===== config.mk =====
export PLATFORM = sky130hd
export DESIGN_NAME = varint_stream_decoder
export DESIGN_NICKNAME = d
export VERILOG_FILES = /design/src/rtl/vsd_pkg.sv /design/src/rtl/vsd_front.sv /design/src/rtl/vsd_queue.sv /design/src/rtl/vsd_back.sv /design/src/rtl/varint_stream_decoder.sv
export SDC_FILE = /design/constraint.sdc
export NUM_CORES = 1
export LEC_CHECK = 0
export BUFFER_PORTS_ARGS = -buffer_cell sky130_fd_sc_hd__buf_2
export CAP_MARGIN = 20
export CORE_MARGIN = 3
export CORE_UTILIZATION = 55
export CTS_CLUSTER_SIZE = 28
export DETAILED_ROUTE_END_ITERATION = 12
export PLACE_DENSITY = 0.77
export SYNTH_ARGS = -nofsm -noshare
export SYNTH_HDL_FRONTEND = slang
export SYNTH_SLANG_ARGS = --single-unit

===== constraint.sdc =====
create_clock -name aclk -period 4 [get_ports aclk]
set_input_delay 0 -clock aclk [delete_from_list [all_inputs] [get_ports aclk]]
set_output_delay 0 -clock aclk [all_outputs]
set_load 0.05 [all_outputs]

===== src/rtl/vsd_pkg.sv =====
package vsd_pkg;

    localparam int VALUE_WIDTH_DEF = 64;
    localparam int VALUE_BITS      = 64;
    localparam int COUNT_BITS      = 4;
    localparam int POS_BITS        = 7;
    localparam int QUEUE_DEPTH     = 2;

    localparam logic [POS_BITS-1:0]   POS_MAX   = 7'd127;
    localparam logic [COUNT_BITS-1:0] COUNT_MAX = 4'd15;

    typedef struct packed {
        logic [7:0] data_byte;
        logic       signed_mode;
    } vsd_in_t;

    typedef struct packed {
        logic [VALUE_BITS-1:0] value;
        logic [COUNT_BITS-1:0] byte_count;
        logic                  overflow;
    } vsd_out_t;

    // one classified byte, passed from front to back
    typedef struct packed {
        logic [6:0] payload;
        logic       group_six;
        logic       negative;
        logic       first;
        logic       last;
    } vsd_entry_t;

endpackage


===== src/rtl/vsd_front.sv =====
module vsd_front
    import vsd_pkg::*;
(
    input  logic       aclk,
    input  logic       aresetn,
    input  logic       s_valid,
    output logic       s_ready,
    input  vsd_in_t    s_data,
    output logic       push,
    output vsd_entry_t push_entry,
    input  logic       queue_full
);

    logic in_progress_reg;
    logic in_progress_next;
    logic signed_first;

    assign s_ready = !queue_full;
    assign push    = s_valid && s_ready;

    // sign bit only exists on the first byte of a signed number
    assign signed_first = !in_progress_reg && s_data.signed_mode;

    always_comb begin
        push_entry.first     = !in_progress_reg;
        push_entry.last      = !s_data.data_byte[7];
        push_entry.group_six = signed_first;
        push_entry.negative  = signed_first && s_data.data_byte[6];
        push_entry.payload   = signed_first ? {1'b0, s_data.data_byte[5:0]}
                                            : s_data.data_byte[6:0];
    end

    always_comb begin
        in_progress_next = in_progress_reg;
        if (push) begin
            in_progress_next = s_data.data_byte[7];
        end
    end

    always_ff @(posedge aclk) begin
        if (!aresetn) begin
            in_progress_reg <= 1'b0;
        end else begin
            in_progress_reg <= in_progress_next;
        end
    end

endmodule


===== src/rtl/vsd_queue.sv =====
module vsd_queue
    import vsd_pkg::*;
(
    input  logic       aclk,
    input  logic       aresetn,
    input  logic       push,
    input  vsd_entry_t push_entry,
    output logic       full,
    input  logic       pop,
    output logic       head_valid,
    output vsd_entry_t head_entry
);

    localparam int PTR_W = (QUEUE_DEPTH > 1) ? $clog2(QUEUE_DEPTH) : 1;
    localparam int CNT_W = $clog2(QUEUE_DEPTH + 1);
    localparam logic [PTR_W-1:0] PTR_LAST = PTR_W'(QUEUE_DEPTH - 1);
    localparam logic [CNT_W-1:0] CNT_FULL = CNT_W'(QUEUE_DEPTH);

    vsd_entry_t       slot_reg [QUEUE_DEPTH];
    logic [PTR_W-1:0] wr_ptr_reg, wr_ptr_next;
    logic [PTR_W-1:0] rd_ptr_reg, rd_ptr_next;
    logic [CNT_W-1:0] count_reg, count_next;

    assign full       = (count_reg == CNT_FULL);
    assign head_valid = (count_reg != '0);
    assign head_entry = slot_reg[rd_ptr_reg];

    always_comb begin
        wr_ptr_next = wr_ptr_reg;
        rd_ptr_next = rd_ptr_reg;
        count_next  = count_reg;
        if (push) begin
            wr_ptr_next = (wr_ptr_reg == PTR_LAST) ? '0 : wr_ptr_reg + 1'b1;
        end
        if (pop) begin
            rd_ptr_next = (rd_ptr_reg == PTR_LAST) ? '0 : rd_ptr_reg + 1'b1;
        end
        if (push && !pop) begin
            count_next = count_reg + 1'b1;
        end else if (pop && !push) begin
            count_next = count_reg - 1'b1;
        end
    end

    always_ff @(posedge aclk) begin
        if (!aresetn) begin
            wr_ptr_reg <= '0;
            rd_ptr_reg <= '0;
            count_reg  <= '0;
        end else begin
            wr_ptr_reg <= wr_ptr_next;
            rd_ptr_reg <= rd_ptr_next;
            count_reg  <= count_next;
        end
    end

    always_ff @(posedge aclk) begin
        if (push) begin
            slot_reg[wr_ptr_reg] <= push_entry;
        end
    end

endmodule


===== src/rtl/vsd_back.sv =====
module vsd_back
    import vsd_pkg::*;
#(
    parameter int VALUE_WIDTH = VALUE_WIDTH_DEF
) (
    input  logic       aclk,
    input  logic       aresetn,
    input  logic       head_valid,
    input  vsd_entry_t head_entry,
    output logic       pop,
    output logic       m_valid,
    input  logic       m_ready,
    output vsd_out_t   m_data
);

    localparam logic [POS_BITS-1:0] W_POS = POS_BITS'(VALUE_WIDTH);

    logic [VALUE_WIDTH-1:0] acc_reg, acc_next, acc_base, acc_fin;
    logic [POS_BITS-1:0]    pos_reg, pos_next, pos_base;
    logic [COUNT_BITS-1:0]  cnt_reg, cnt_next, cnt_base;
    logic                   ovf_reg, ovf_next, ovf_base;
    logic                   neg_reg, neg_next;
    logic [VALUE_WIDTH+6:0] shifted;
    logic [POS_BITS:0]      pos_sum;
    logic                   out_valid_reg, out_valid_next;
    vsd_out_t               out_data_reg, out_data_next;

    assign pop     = head_valid && (!out_valid_reg || m_ready);
    assign m_valid = out_valid_reg;
    assign m_data  = out_data_reg;

    always_comb begin
        // a new number starts from a clean state
        acc_base = head_entry.first ? '0 : acc_reg;
        pos_base = head_entry.first ? '0 : pos_reg;
        cnt_base = head_entry.first ? '0 : cnt_reg;
        ovf_base = head_entry.first ? 1'b0 : ovf_reg;
        neg_next = head_entry.first ? head_entry.negative : neg_reg;

        shifted = {{VALUE_WIDTH{1'b0}}, head_entry.payload} << pos_base;

        // groups never overlap, so or-ing is the same as adding
        acc_next = acc_base | shifted[VALUE_WIDTH-1:0];
        if (pos_base < W_POS) begin
            ovf_next = ovf_base || (|shifted[VALUE_WIDTH+6:VALUE_WIDTH]);
        end else begin
            ovf_next = ovf_base || (|head_entry.payload);
        end

        pos_sum  = {1'b0, pos_base} + (head_entry.group_six ? 8'd6 : 8'd7);
        pos_next = pos_sum[POS_BITS] ? POS_MAX : pos_sum[POS_BITS-1:0];
        cnt_next = (cnt_base == COUNT_MAX) ? COUNT_MAX : cnt_base + 1'b1;

        acc_fin = neg_next ? ('0 - acc_next) : acc_next;

        out_data_next.value      = VALUE_BITS'(acc_fin);
        out_data_next.byte_count = cnt_next;
        out_data_next.overflow   = ovf_next;
    end

    always_comb begin
        out_valid_next = out_valid_reg;
        if (out_valid_reg && m_ready) begin
            out_valid_next = 1'b0;
        end
        if (pop && head_entry.last) begin
            out_valid_next = 1'b1;
        end
    end

    always_ff @(posedge aclk) begin
        if (!aresetn) begin
            out_valid_reg <= 1'b0;
        end else begin
            out_valid_reg <= out_valid_next;
        end
    end

    always_ff @(posedge aclk) begin
        if (pop) begin
            acc_reg <= acc_next;
            pos_reg <= pos_next;
            cnt_reg <= cnt_next;
            ovf_reg <= ovf_next;
            neg_reg <= neg_next;
        end
        if (pop && head_entry.last) begin
            out_data_reg <= out_data_next;
        end
    end

    a_no_result_overwrite: assert property (@(posedge aclk) disable iff (!aresetn)
        (pop && head_entry.last) |-> (!out_valid_reg || m_ready))
        else $error("result register overwritten while still pending");

    a_count_nonzero: assert property (@(posedge aclk) disable iff (!aresetn)
        out_valid_reg |-> (out_data_reg.byte_count != '0))
        else $error("result with zero byte count");

    a_last_loads_result: assert property (@(posedge aclk) disable iff (!aresetn)
        (pop && head_entry.last) |=> out_valid_reg)
        else $error("final byte did not produce a result");

endmodule


===== src/rtl/varint_stream_decoder.sv =====
// varint_stream_decoder
//
// decodes little-endian 7-bit-group variable-length integers, one byte per
// transfer on the s_ channel (data_byte, signed_mode). bit 7 of a byte set
// means more bytes follow. signed_mode is taken from the first byte of each
// number; in signed mode bit 6 of that byte is the sign.
//
// one result transfer on the m_ channel per final byte: value, byte_count
// (saturating at 15) and a sticky overflow flag for payload bits that fell
// at or above VALUE_WIDTH.
//
// throughput: one byte per cycle while the output register is free, limited
// by the single accumulate step in the back end. latency: the final byte is
// registered in the queue, and the back end loads the result register that
// drives m_valid as it pops the byte; more if older bytes still wait. when
// the receiver stalls, the result waits in the output register while the
// two-entry queue keeps taking bytes; s_ready drops once it is full.
// reset (aresetn low, synchronous) empties the queue and the output
// register and makes the next byte the first of a new number.
module varint_stream_decoder
    import vsd_pkg::*;
#(
    parameter int VALUE_WIDTH = VALUE_WIDTH_DEF
) (
    input  logic     aclk,
    input  logic     aresetn,
    input  logic     s_valid,
    output logic     s_ready,
    input  vsd_in_t  s_data,
    output logic     m_valid,
    input  logic     m_ready,
    output vsd_out_t m_data
);

    // classified byte from the front end
    logic       push;
    vsd_entry_t push_entry;
    logic       queue_full;

    // queue head toward the back end
    logic       pop;
    logic       head_valid;
    vsd_entry_t head_entry;

    // front: tracks number boundaries, splits sign and payload
    vsd_front u_front (
        .aclk       (aclk),
        .aresetn    (aresetn),
        .s_valid    (s_valid),
        .s_ready    (s_ready),
        .s_data     (s_data),
        .push       (push),
        .push_entry (push_entry),
        .queue_full (queue_full)
    );

    // short queue so front and back stall independently
    vsd_queue u_queue (
        .aclk       (aclk),
        .aresetn    (aresetn),
        .push       (push),
        .push_entry (push_entry),
        .full       (queue_full),
        .pop        (pop),
        .head_valid (head_valid),
        .head_entry (head_entry)
    );

    // back: accumulates groups, negates and registers the result
    vsd_back #(
        .VALUE_WIDTH (VALUE_WIDTH)
    ) u_back (
        .aclk       (aclk),
        .aresetn    (aresetn),
        .head_valid (head_valid),
        .head_entry (head_entry),
        .pop        (pop),
        .m_valid    (m_valid),
        .m_ready    (m_ready),
        .m_data     (m_data)
    );

endmodule


# ---- Word level (Yosys, flattened, before mapping)
# Memories as Yosys holds them, arrays and structs flattened. A register that Yosys moved wholly into a read port is not among the register bits.
# Index checks and enable logic that the tools add are counted.
dict set report word_totals {
  output_inout_bits 71
  ram_bits 22
  register_bits 152
  romBits 0
  in_bits 13
  memories 1
  latch_bits 0
  wordCells 68
}
# name words word_bits rd rd_clocked_by_memory_dff wr line_no
set memory_table {}
lappend memory_table {u_queue.slot_reg 2 11 1 1 1 vsd_queue.sv:19} ;# vsd_entry_t slot_reg [QUEUE_DEPTH];
dict set report classes {
  order_cmp 1
  n_bitwise 1
  reduce_logical 22
  addsub 7
  n_mul 0
  div_mod_pow 0
  mux 20
  shifts 1
  eq_ne 2
}
# cell n
set op_table {}
lappend op_table {{two-way mux 64 bit} 2}
lappend op_table {{left shift 7 x 7 -> 71 bit} 1}
lappend op_table {{bitwise OR 64 bit} 1}
lappend op_table {{subtractor 1 x 64 -> 64 bit (first input constant)} 1}
lappend op_table {{two-way mux 7 bit} 2}
lappend op_table {{OR reduction 7 bit} 2}
lappend op_table {{two-way mux 1 bit} 12}
lappend op_table {{adder 7 x 8 -> 8 bit} 1}
lappend op_table {{logical AND 1 bit} 8}
lappend op_table {{two-way mux 4 bit} 2}
lappend op_table {{< comparator 7 bit (second input constant)} 1}
lappend op_table {{logical NOT 1 bit} 6}
lappend op_table {{nonzero test 2 bit} 3}
lappend op_table {{adder 4 x 1 -> 4 bit (second input constant)} 1}
lappend op_table {{== test 4 bit (second input constant)} 1}
lappend op_table {{two-way mux 2 bit} 2}
lappend op_table {{logical OR 1 bit} 3}
lappend op_table {{adder 1 bit (second input constant)} 2}
lappend op_table {{adder 2 x 1 -> 2 bit (second input constant)} 1}
lappend op_table {{== test 2 bit (second input constant)} 1}
lappend op_table {{subtractor 2 x 1 -> 2 bit (second input constant)} 1}

# ---- Longest topological paths before layout
# Gate-level depths: netlist of run 1.
dict set report depth {
  word_depth 7
  ltp_mapped 22
  ltp_nobuf 11
}

# ---- By module
# A second synthesis of run 1 with hierarchy kept.
dict set report hier_totals {
  hier_cells 870
  area_unflattened_um2 9761.9
}
# module area_each_um2 cells_each instances seq_area_each_um2
set modules_own_cells {}
lappend modules_own_cells {vsd_back 8609.5 796 1 4404.2}
lappend modules_own_cells {vsd_queue 1011.0 56 1 760.7}
lappend modules_own_cells {vsd_front 141.4 18 1 20.0}

# ---- Least setup slack after synthesis of run 1
# Ideal clock, no wire load.
dict set report synth_path {
  kind {reg-to-reg}
  start {memory u_queue.slot_reg[0][1] in the netlist's numbering}
  end {register u_back.out_data_reg (netlist bit u_back.m_data[61]) (data pin)}
  t_required_ns 3.728
  setup_slack_ns -0.361
  period_less_slack_ns 4.361
  setup_time_ns 0.272
  path_stages_with_launch 22
  arrival_time_ns 4.090
  path_buffers 11
  path_cell_list {edfxtp_1 > clkbuf_1 > mux2i_1 > buf_4 > buf_6 > buf_6 > buf_2 > clkbuf_1 > buf_1 > buf_2 > buf_2 > buf_1 > a22o_1 > inv_1 > ha_1 > nand3b_1 > a211oi_2 > nand4b_1 > nor4_4 > buf_6 > a31oi_1 > xor2_1}
}
# item line_no
set synth_lines {}
lappend synth_lines {{start: declaration} vsd_queue.sv:19}
lappend synth_lines {{end signal: assignment} vsd_back.sv:88} ;# out_data_reg <= out_data_next;
lappend synth_lines {{end: declaration} vsd_back.sv:26} ;# vsd_out_t out_data_reg, out_data_next;

# ---- Final worst setup path of run 1
dict set report layout_path {
  start {register u_back.pos_reg[0]}
  end {register u_back.out_data_reg (netlist bit u_back.m_data[65]) (data pin)}
}
dict set report layout_between {
  elab_chain_len 5
}
# item line_no
set layout_rtl {}
lappend layout_rtl {{start: declaration} vsd_back.sv:19} ;# logic [POS_BITS-1:0] pos_reg, pos_next, pos_base;
lappend layout_rtl {{start signal: assignment} vsd_back.sv:82} ;# pos_reg <= pos_next;
lappend layout_rtl {{two-way mux 7 bit (*)} vsd_back.sv:35} ;# pos_base = head_entry.first ? '0 : pos_reg;
lappend layout_rtl {{left shift 7 x 7 -> 71 bit (*)} vsd_back.sv:40} ;# shifted = {{VALUE_WIDTH{1'b0}}, head_entry.payload} << pos_base;
lappend layout_rtl {{bitwise OR 64 bit (*)} vsd_back.sv:43} ;# acc_next = acc_base | shifted[VALUE_WIDTH-1:0];
lappend layout_rtl {{subtractor 1 x 64 -> 64 bit} vsd_back.sv:54} ;# acc_fin = neg_next ? ('0 - acc_next) : acc_next;
lappend layout_rtl {{two-way mux 64 bit (*)} vsd_back.sv:54}
lappend layout_rtl {{via u_back.acc_fin[60]} vsd_back.sv:18} ;# logic [VALUE_WIDTH-1:0] acc_reg, acc_next, acc_base, acc_fin;
# Mark *: on every way through the listed nets, which the timed path passes. The rest lies on a longest branch.
# A chain may end at the register's enable or synchronous reset.

==> impl_metrics.env, run 1 <==
export IMPL_timing_critical_path_buf_inv=3
export IMPL_cp_top_family="compound AO/OA/AOI/OAI gates"
export IMPL_switchingPower_w=0.00556
export IMPL_stdcell_area_mm2=0.0124
export IMPL_power_density_mw_per_mm2=969
export IMPL_die_w_um=142
export IMPL_drive_gt1_frac=0.254
export IMPL_routed_wirelength_um=30700
export IMPL_grt_pass1_wl_um=47200
export IMPL_fin_util=0.683
export IMPL_clk_pin_slew_ns=0.07
export IMPL_post_dp_cell_area_mm2=0.0115
export IMPL_fin_crit_ns=3.87
export IMPL_end_kind="register"
export IMPL_swShare=0.464
export IMPL_synthCells=945
export IMPL_grtUsageTotal=0.302
export IMPL_hold_start="s_valid"
export IMPL_yosys_area_share_simple=0.176
export IMPL_dp_cells=1311
export IMPL_cp_cell_sequence="buf_4 > nor2b_1 > o22ai_1 > a211oi_1 > or3_1 > o32a_1 > buf_4 > nand3_1 > nor3_4 > buf_4 > and4_1 > a311oi_2"
export IMPL_p_leak_nw=4.81
export IMPL_worst_path_max_delay_cell="o22ai_1"
export IMPL_n_antenna_cell=0
export IMPL_pwr_share_comb=0.553
export IMPL_gr_total_overflow=0
export IMPL_synth_edf_count=168
export IMPL_required_ns=4.25
export IMPL_status="finished clean"
export IMPL_cts_buffer_depth=2
export IMPL_rows=49
export IMPL_synth_xor_area_frac=0.0560
export IMPL_htreeDepth=4
export IMPL_io_pins=84
export IMPL_fillCellCount=1386
export IMPL_cts_root_buf="clkbuf_16"
export IMPL_ys_async_sr_fraction=0
export IMPL_ys_warn_count=0
export IMPL_slew_viol_final=0
export IMPL_synth_top_area_share=0.496
export IMPL_final_cells=1365
export IMPL_synth_adder_area_share=0.00492
export IMPL_antenna_found_initial=0
export IMPL_vias=8894
export IMPL_clk_latency_ns=0.44
export IMPL_cp_common_cell="buf_4"
export IMPL_ys_flop_type="edfxtp_1"
export IMPL_place_hpwl_um=21800
export IMPL_grt_pass1_vias=8388
export IMPL_power_w=0.0120
export IMPL_yosysTopAreaCell="edfxtp_1"
export IMPL_slew_headroom=0.297
export IMPL_grt_max_degree=48
export IMPL_maxCapViolations=0
export IMPL_worstSetupPathType="reg2reg"
export IMPL_cts_buffers=17
export IMPL_syn_area_mm2=0.0102
export IMPL_synth_compound_area_frac=0.190
export IMPL_hold_violations=0
export IMPL_core_mm2=0.0181
export IMPL_skew_ns=0.0108
export IMPL_first_iter_violations=932
export IMPL_tritoncts="yes"
export IMPL_synth_seq_cells=175
export IMPL_gp_congestion=0.984
export IMPL_yosysMostFrequentCell="edfxtp_1"
export IMPL_synthMuxAreaShare=0.0231
export IMPL_dr_pass1_iters=6
export IMPL_synth_top_family_by_area="compound AO/OA/AOI/OAI gates"
export IMPL_area_growth_syn_to_layout_pct=21.4
export IMPL_period_share=0.966
export IMPL_layout_nets=1140
export IMPL_port_buffers=83
export IMPL_synth_nets=962
export IMPL_peakVddDrop_mv=0.602
export IMPL_clkPwrFrac=0.146
export IMPL_synthTopCellsByArea="edfxtp_1 (50%), xor2_1 (3.2%), nand2_1 (2.9%)"
export IMPL_start_util=0.563
export IMPL_worstMarginPinSlew_ns=1.06
export IMPL_cpPeakStageDelay_ns=0.81
export IMPL_synth_seq_area_share=0.510
export IMPL_p_int_w=0.00641
export IMPL_postRouteAntennaNets=0
export IMPL_clock_sinks=175
export IMPL_cp_max_fo=9
export IMPL_synth_top_cells_by_count="edfxtp_1 (168), nand2_1 (79), nor2_1 (72)"
export IMPL_max_freq_mhz=259
export IMPL_worst_setup_path_start_kind="register"
export IMPL_fp_dieH_um=142
export IMPL_tns_ns=0
export IMPL_setup_viol=0
export IMPL_pwr_share_seq=0.300
export IMPL_worst_ep_arrival_time_ns=4.12
export IMPL_syn_mean_instance_area_um2=10.8
export IMPL_wire_per_inst_um=22.5
export IMPL_viasPerCell=6.52
export IMPL_largest_reg_flops=69
export IMPL_synth_distinct_cells=93
export IMPL_r2r_start="u_back.pos_reg[0]$_SDFFCE_PP1P_"
export IMPL_hold_path_class="in2reg"
export IMPL_drc=0
export IMPL_dieArea_mm2=0.0202
export IMPL_worstSetupStartpoint="u_back.pos_reg[0]$_SDFFCE_PP1P_"
==> cell usage in the layout, fill, tap and decap left out, types with 28 or more instances in the layout <==
master | synthesis | layout
buf_4 | 3 | 117
nor3_1 | 36 | 35
xnor2_1 | 28 | 28
xor2_1 | 37 | 37
buf_2 | 15 | 83
edfxtp_1 | 168 | 168
nand2_1 | 79 | 79
a21oi_1 | 41 | 41
nor2_1 | 72 | 71
o21ai_0 | 41 | 41
==> stage by stage <==
stage | worst slack, ns | hold slack [ns]
after floorplan | 0.00393 | 0.0989
after global placement | 0.0898 | 0.189
after detailed placement | -0.00657 | 0.191
after CTS | 0.0252 | 0.0184
after global routing | -0.0180 | 0.0458
final | 0.134 | 0.0292
==> worst register-to-register path, stage by stage (launching register included) <==
cell	delay, ns
edfxtp_1	0.54
buf_4	0.23
nor2b_1	0.14
o22ai_1	0.81
a211oi_1	0.22
or3_1	0.36
o32a_1	0.24
buf_4	0.19
nand3_1	0.26
nor3_4	0.07
buf_4	0.19
and4_1	0.19
a311oi_2	0.26
==> cell type report <==
class | count | area [um2] | area share
flip-flops and latches | 175 | 5190 | 0.420
multi-input cells | 683 | 4640 | 0.375
repair buffers | 218 | 1530 | 0.123
clock buffers | 19 | 443 | 0.0359
well taps | 229 | 287 | 0.0232
clock inverters | 13 | 170 | 0.0138
inverters | 28 | 105 | 0.00851
==> power by group through the flow <==
stage | combinational, W | sequential [W] | clock (W)
after floorplan | 0.00353 | 0.00436 | 0
after global placement | 0.00628 | 0.00360 | 0
after detailed placement | 0.00633 | 0.00360 | 0
after CTS | 0.00640 | 0.00358 | 0.00176
after global routing | 0.00706 | 0.00365 | 0.00183
final | 0.00662 | 0.00359 | 0.00175
==> path summary, 6_finish.rpt <==
path	slack, ns	depth (start not counted)	endpoint
worst min-delay path	0.03	4	u_queue.wr_ptr_reg$_SDFFE_PN0P_
worst max register to register	0.13	12	u_back.m_data[65]$_DFFE_PP_
worst min register to register	0.51	2	u_queue.count_reg[1]$_SDFFE_PN0P_
worst max-delay path	0.13	12	u_back.m_data[65]$_DFFE_PP_
==> layer usage <==
layer / wire length [um] / up-vias / global-route usage
met5: 0 / - / 0
met4: 1050 / 0 / 0.120
met3: 2790 / 86 / 0.0689
met2: 14000 / 508 / 0.461
met1: 12900 / 4290 / 0.423
li1: - / 4010 / -
==> logic make-up after synthesis <==
group           Yosys count
xor+xnor                 65
mux                      21
compound gates          262
buf+inv                  87
simple gates            331
fa+ha+maj                 4
flops                   175
==> what timing repair did <==
action / 4_1_cts / 5_1_grt
buffers inserted: 0 / 9
resized for setup: 1 / 7
endpoints found under the setup margin: 20 / 45
hold buffers: 12 / 0
pin swaps: 2 / 1
hold endpoints to repair: 27 / 0
Note: power is estimated with default switching activity, not from simulation.
==> run 2: changes to the inputs <==
--- a/config.mk
+++ b/config.mk
@@ -8,10 +8,12 @@
 export BUFFER_PORTS_ARGS = -buffer_cell sky130_fd_sc_hd__buf_2
 export CAP_MARGIN = 20
 export CORE_MARGIN = 3
-export CORE_UTILIZATION = 55
+export CORE_UTILIZATION = 56
+export CTS_BUF_LIST = sky130_fd_sc_hd__clkbuf_8
 export CTS_CLUSTER_SIZE = 28
 export DETAILED_ROUTE_END_ITERATION = 12
-export PLACE_DENSITY = 0.77
+export PLACE_DENSITY = 0.78
+export SKIP_LAST_GASP = 1
 export SYNTH_ARGS = -nofsm -noshare
 export SYNTH_HDL_FRONTEND = slang
 export SYNTH_SLANG_ARGS = --single-unit
==> impl_metrics.env, run 2 (synthesis gave the netlist of run 1 again) <==
export IMPL_worst_setup_path_start_kind="register"
export IMPL_vias=8807
export IMPL_wire_per_inst_um=22.6
export IMPL_hold_path_class="in2reg"
export IMPL_stdcell_area_mm2=0.0118
export IMPL_dp_cells=1271
export IMPL_drive_gt1_frac=0.227
export IMPL_grt_pass1_wl_um=46300
export IMPL_first_iter_violations=1188
export IMPL_rows=48
export IMPL_max_freq_mhz=257
export IMPL_cts_buffer_depth=2
export IMPL_tritoncts="yes"
export IMPL_final_cells=1321
export IMPL_required_ns=4.23
export IMPL_cp_top_family="simple AND/OR/NAND/NOR gates"
export IMPL_largest_reg_flops=69
export IMPL_clk_pin_slew_ns=0.09
export IMPL_worst_ep_arrival_time_ns=4.11
export IMPL_setup_viol=0
export IMPL_area_growth_syn_to_layout_pct=16.4
export IMPL_power_w=0.0112
export IMPL_slew_headroom=0.304
export IMPL_cp_common_cell="buf_4"
export IMPL_place_hpwl_um=21200
export IMPL_worstMarginPinSlew_ns=1.04
export IMPL_core_mm2=0.0175
export IMPL_cp_cell_sequence="buf_4 > mux4_2 > or3_1 > nand3_1 > buf_4 > a21oi_1 > a211oi_1 > nand2_2 > nor4_1 > a31oi_1 > xor2_1"
export IMPL_io_pins=84
export IMPL_gr_total_overflow=0
export IMPL_end_kind="register"
export IMPL_clk_latency_ns=0.48
export IMPL_routed_wirelength_um=29800
export IMPL_port_buffers=83
export IMPL_n_antenna_cell=0
export IMPL_postRouteAntennaNets=0
export IMPL_hold_violations=0
export IMPL_timing_critical_path_buf_inv=2
export IMPL_dieArea_mm2=0.0198
export IMPL_pwr_share_seq=0.318
export IMPL_power_density_mw_per_mm2=948
export IMPL_gp_congestion=0.993
export IMPL_period_share=0.971
export IMPL_status="finished clean"
export IMPL_p_leak_nw=4.51
export IMPL_cp_max_fo=13
export IMPL_layout_nets=1102
export IMPL_cts_root_buf="clkbuf_8"
export IMPL_dr_pass1_iters=6
export IMPL_worstSetupPathType="reg2reg"
export IMPL_cts_buffers=17
export IMPL_skew_ns=0.00984
export IMPL_clock_sinks=175
export IMPL_maxCapViolations=0
export IMPL_clkPwrFrac=0.116
export IMPL_slew_viol_final=0
export IMPL_grt_max_degree=54
export IMPL_post_dp_cell_area_mm2=0.0112
export IMPL_drc=0
export IMPL_fillCellCount=1371
export IMPL_switchingPower_w=0.00540
export IMPL_grt_pass1_vias=8279
export IMPL_pwr_share_comb=0.566
export IMPL_fp_dieH_um=141
export IMPL_tns_ns=0
export IMPL_fin_crit_ns=3.89
export IMPL_viasPerCell=6.67
export IMPL_layout_common_cells="edfxtp_1 (168), buf_2 (83), nand2_1 (78), buf_4 (77), nor2_1 (71)"
export IMPL_grtUsageTotal=0.299
export IMPL_cpPeakStageDelay_ns=0.64
export IMPL_layout_commonest_cell="edfxtp_1"
export IMPL_worst_path_max_delay_cell="a211oi_1"
export IMPL_peakVddDrop_mv=0.575
export IMPL_htreeDepth=4
export IMPL_start_util=0.580
export IMPL_antenna_found_initial=0
export IMPL_die_w_um=141
export IMPL_swShare=0.482
export IMPL_p_int_w=0.00582
## run 2: cell types whose count changed in the layout (fill, tap and decap cells not counted), sizes merged
cell         before  now
buf             206  166
inv              35   31
clkinv            2    5
clkbuf           19   17
dlygate4sd3      12   14
clkinvlp          1    2
## run 2: routing by layer
layer,GRT usage,wire (um),vias to the layer above
met5,0,0,-
met4,0.116,832,0
met3,0.0499,2800,72
met2,0.470,13800,576
met1,0.418,12400,4229
li1,-,-,3930
## run 2: tightest hold or removal path: cells and delay by family
family,cells,cell delay (ns)
buffers and inverters,2,0.17
AND/OR/NAND/NOR,2,0.19
adder cells (fa/ha/maj),1,0.18
AO/OA/AOI/OAI,1,0.06
## run 2: worst paths after layout
check,slack (ns),end,start,cells after the start
setup / recovery,0.11,u_back.m_data[64]$_DFFE_PP_,register,11
hold / removal,0.17,u_queue.count_reg[1]$_SDFFE_PN0P_,s_valid,6
setup reg to reg,0.11,u_back.m_data[64]$_DFFE_PP_,register,11
hold reg to reg,0.53,u_queue.count_reg[1]$_SDFFE_PN0P_,u_queue.count_reg[1]$_SDFFE_PN0P_,2
## run 2: timing repair
| item | in CTS | in global routing |
|---|---|---|
| endpoints found under the hold margin | 27 | 0 |
| hold buffers | 14 | 0 |
| buffers inserted | 0 | 6 |
| resized for setup | 0 | 11 |
| setup endpoints to repair | 0 | 33 |
## run 2: metrics by stage
step / hold WS [ns] / utilization / worst slack (ns)
after floorplan: 0.0989 / - / 0.00393
after global placement: 0.188 / 0.639 / 0.204
after detailed placement: 0.191 / 0.639 / 0.144
after CTS: 0.154 / 0.670 / 0.124
after global routing: 0.216 / 0.675 / -0.0140
final: 0.165 / 0.675 / 0.114
## run 2: power groups by stage
stage,sequential (W),combinational [W],clock (W)
after floorplan,0.00436,0.00353,0
after global placement,0.00358,0.00602,0
after detailed placement,0.00359,0.00611,0
after CTS,0.00356,0.00615,0.00131
after global routing,0.00363,0.00674,0.00139
final,0.00357,0.00635,0.00130
## run 2: layout make-up
class                      count  area [um2]  share of cell area
sequential                   175        5180               0.438
multi-input combinational    683        4640               0.392
timing repair buffer         180        1240               0.104
tap                          225         282              0.0238
clock buffer                  17         234              0.0198
clock inverter                13         165              0.0139
inverter                      28         105             0.00887
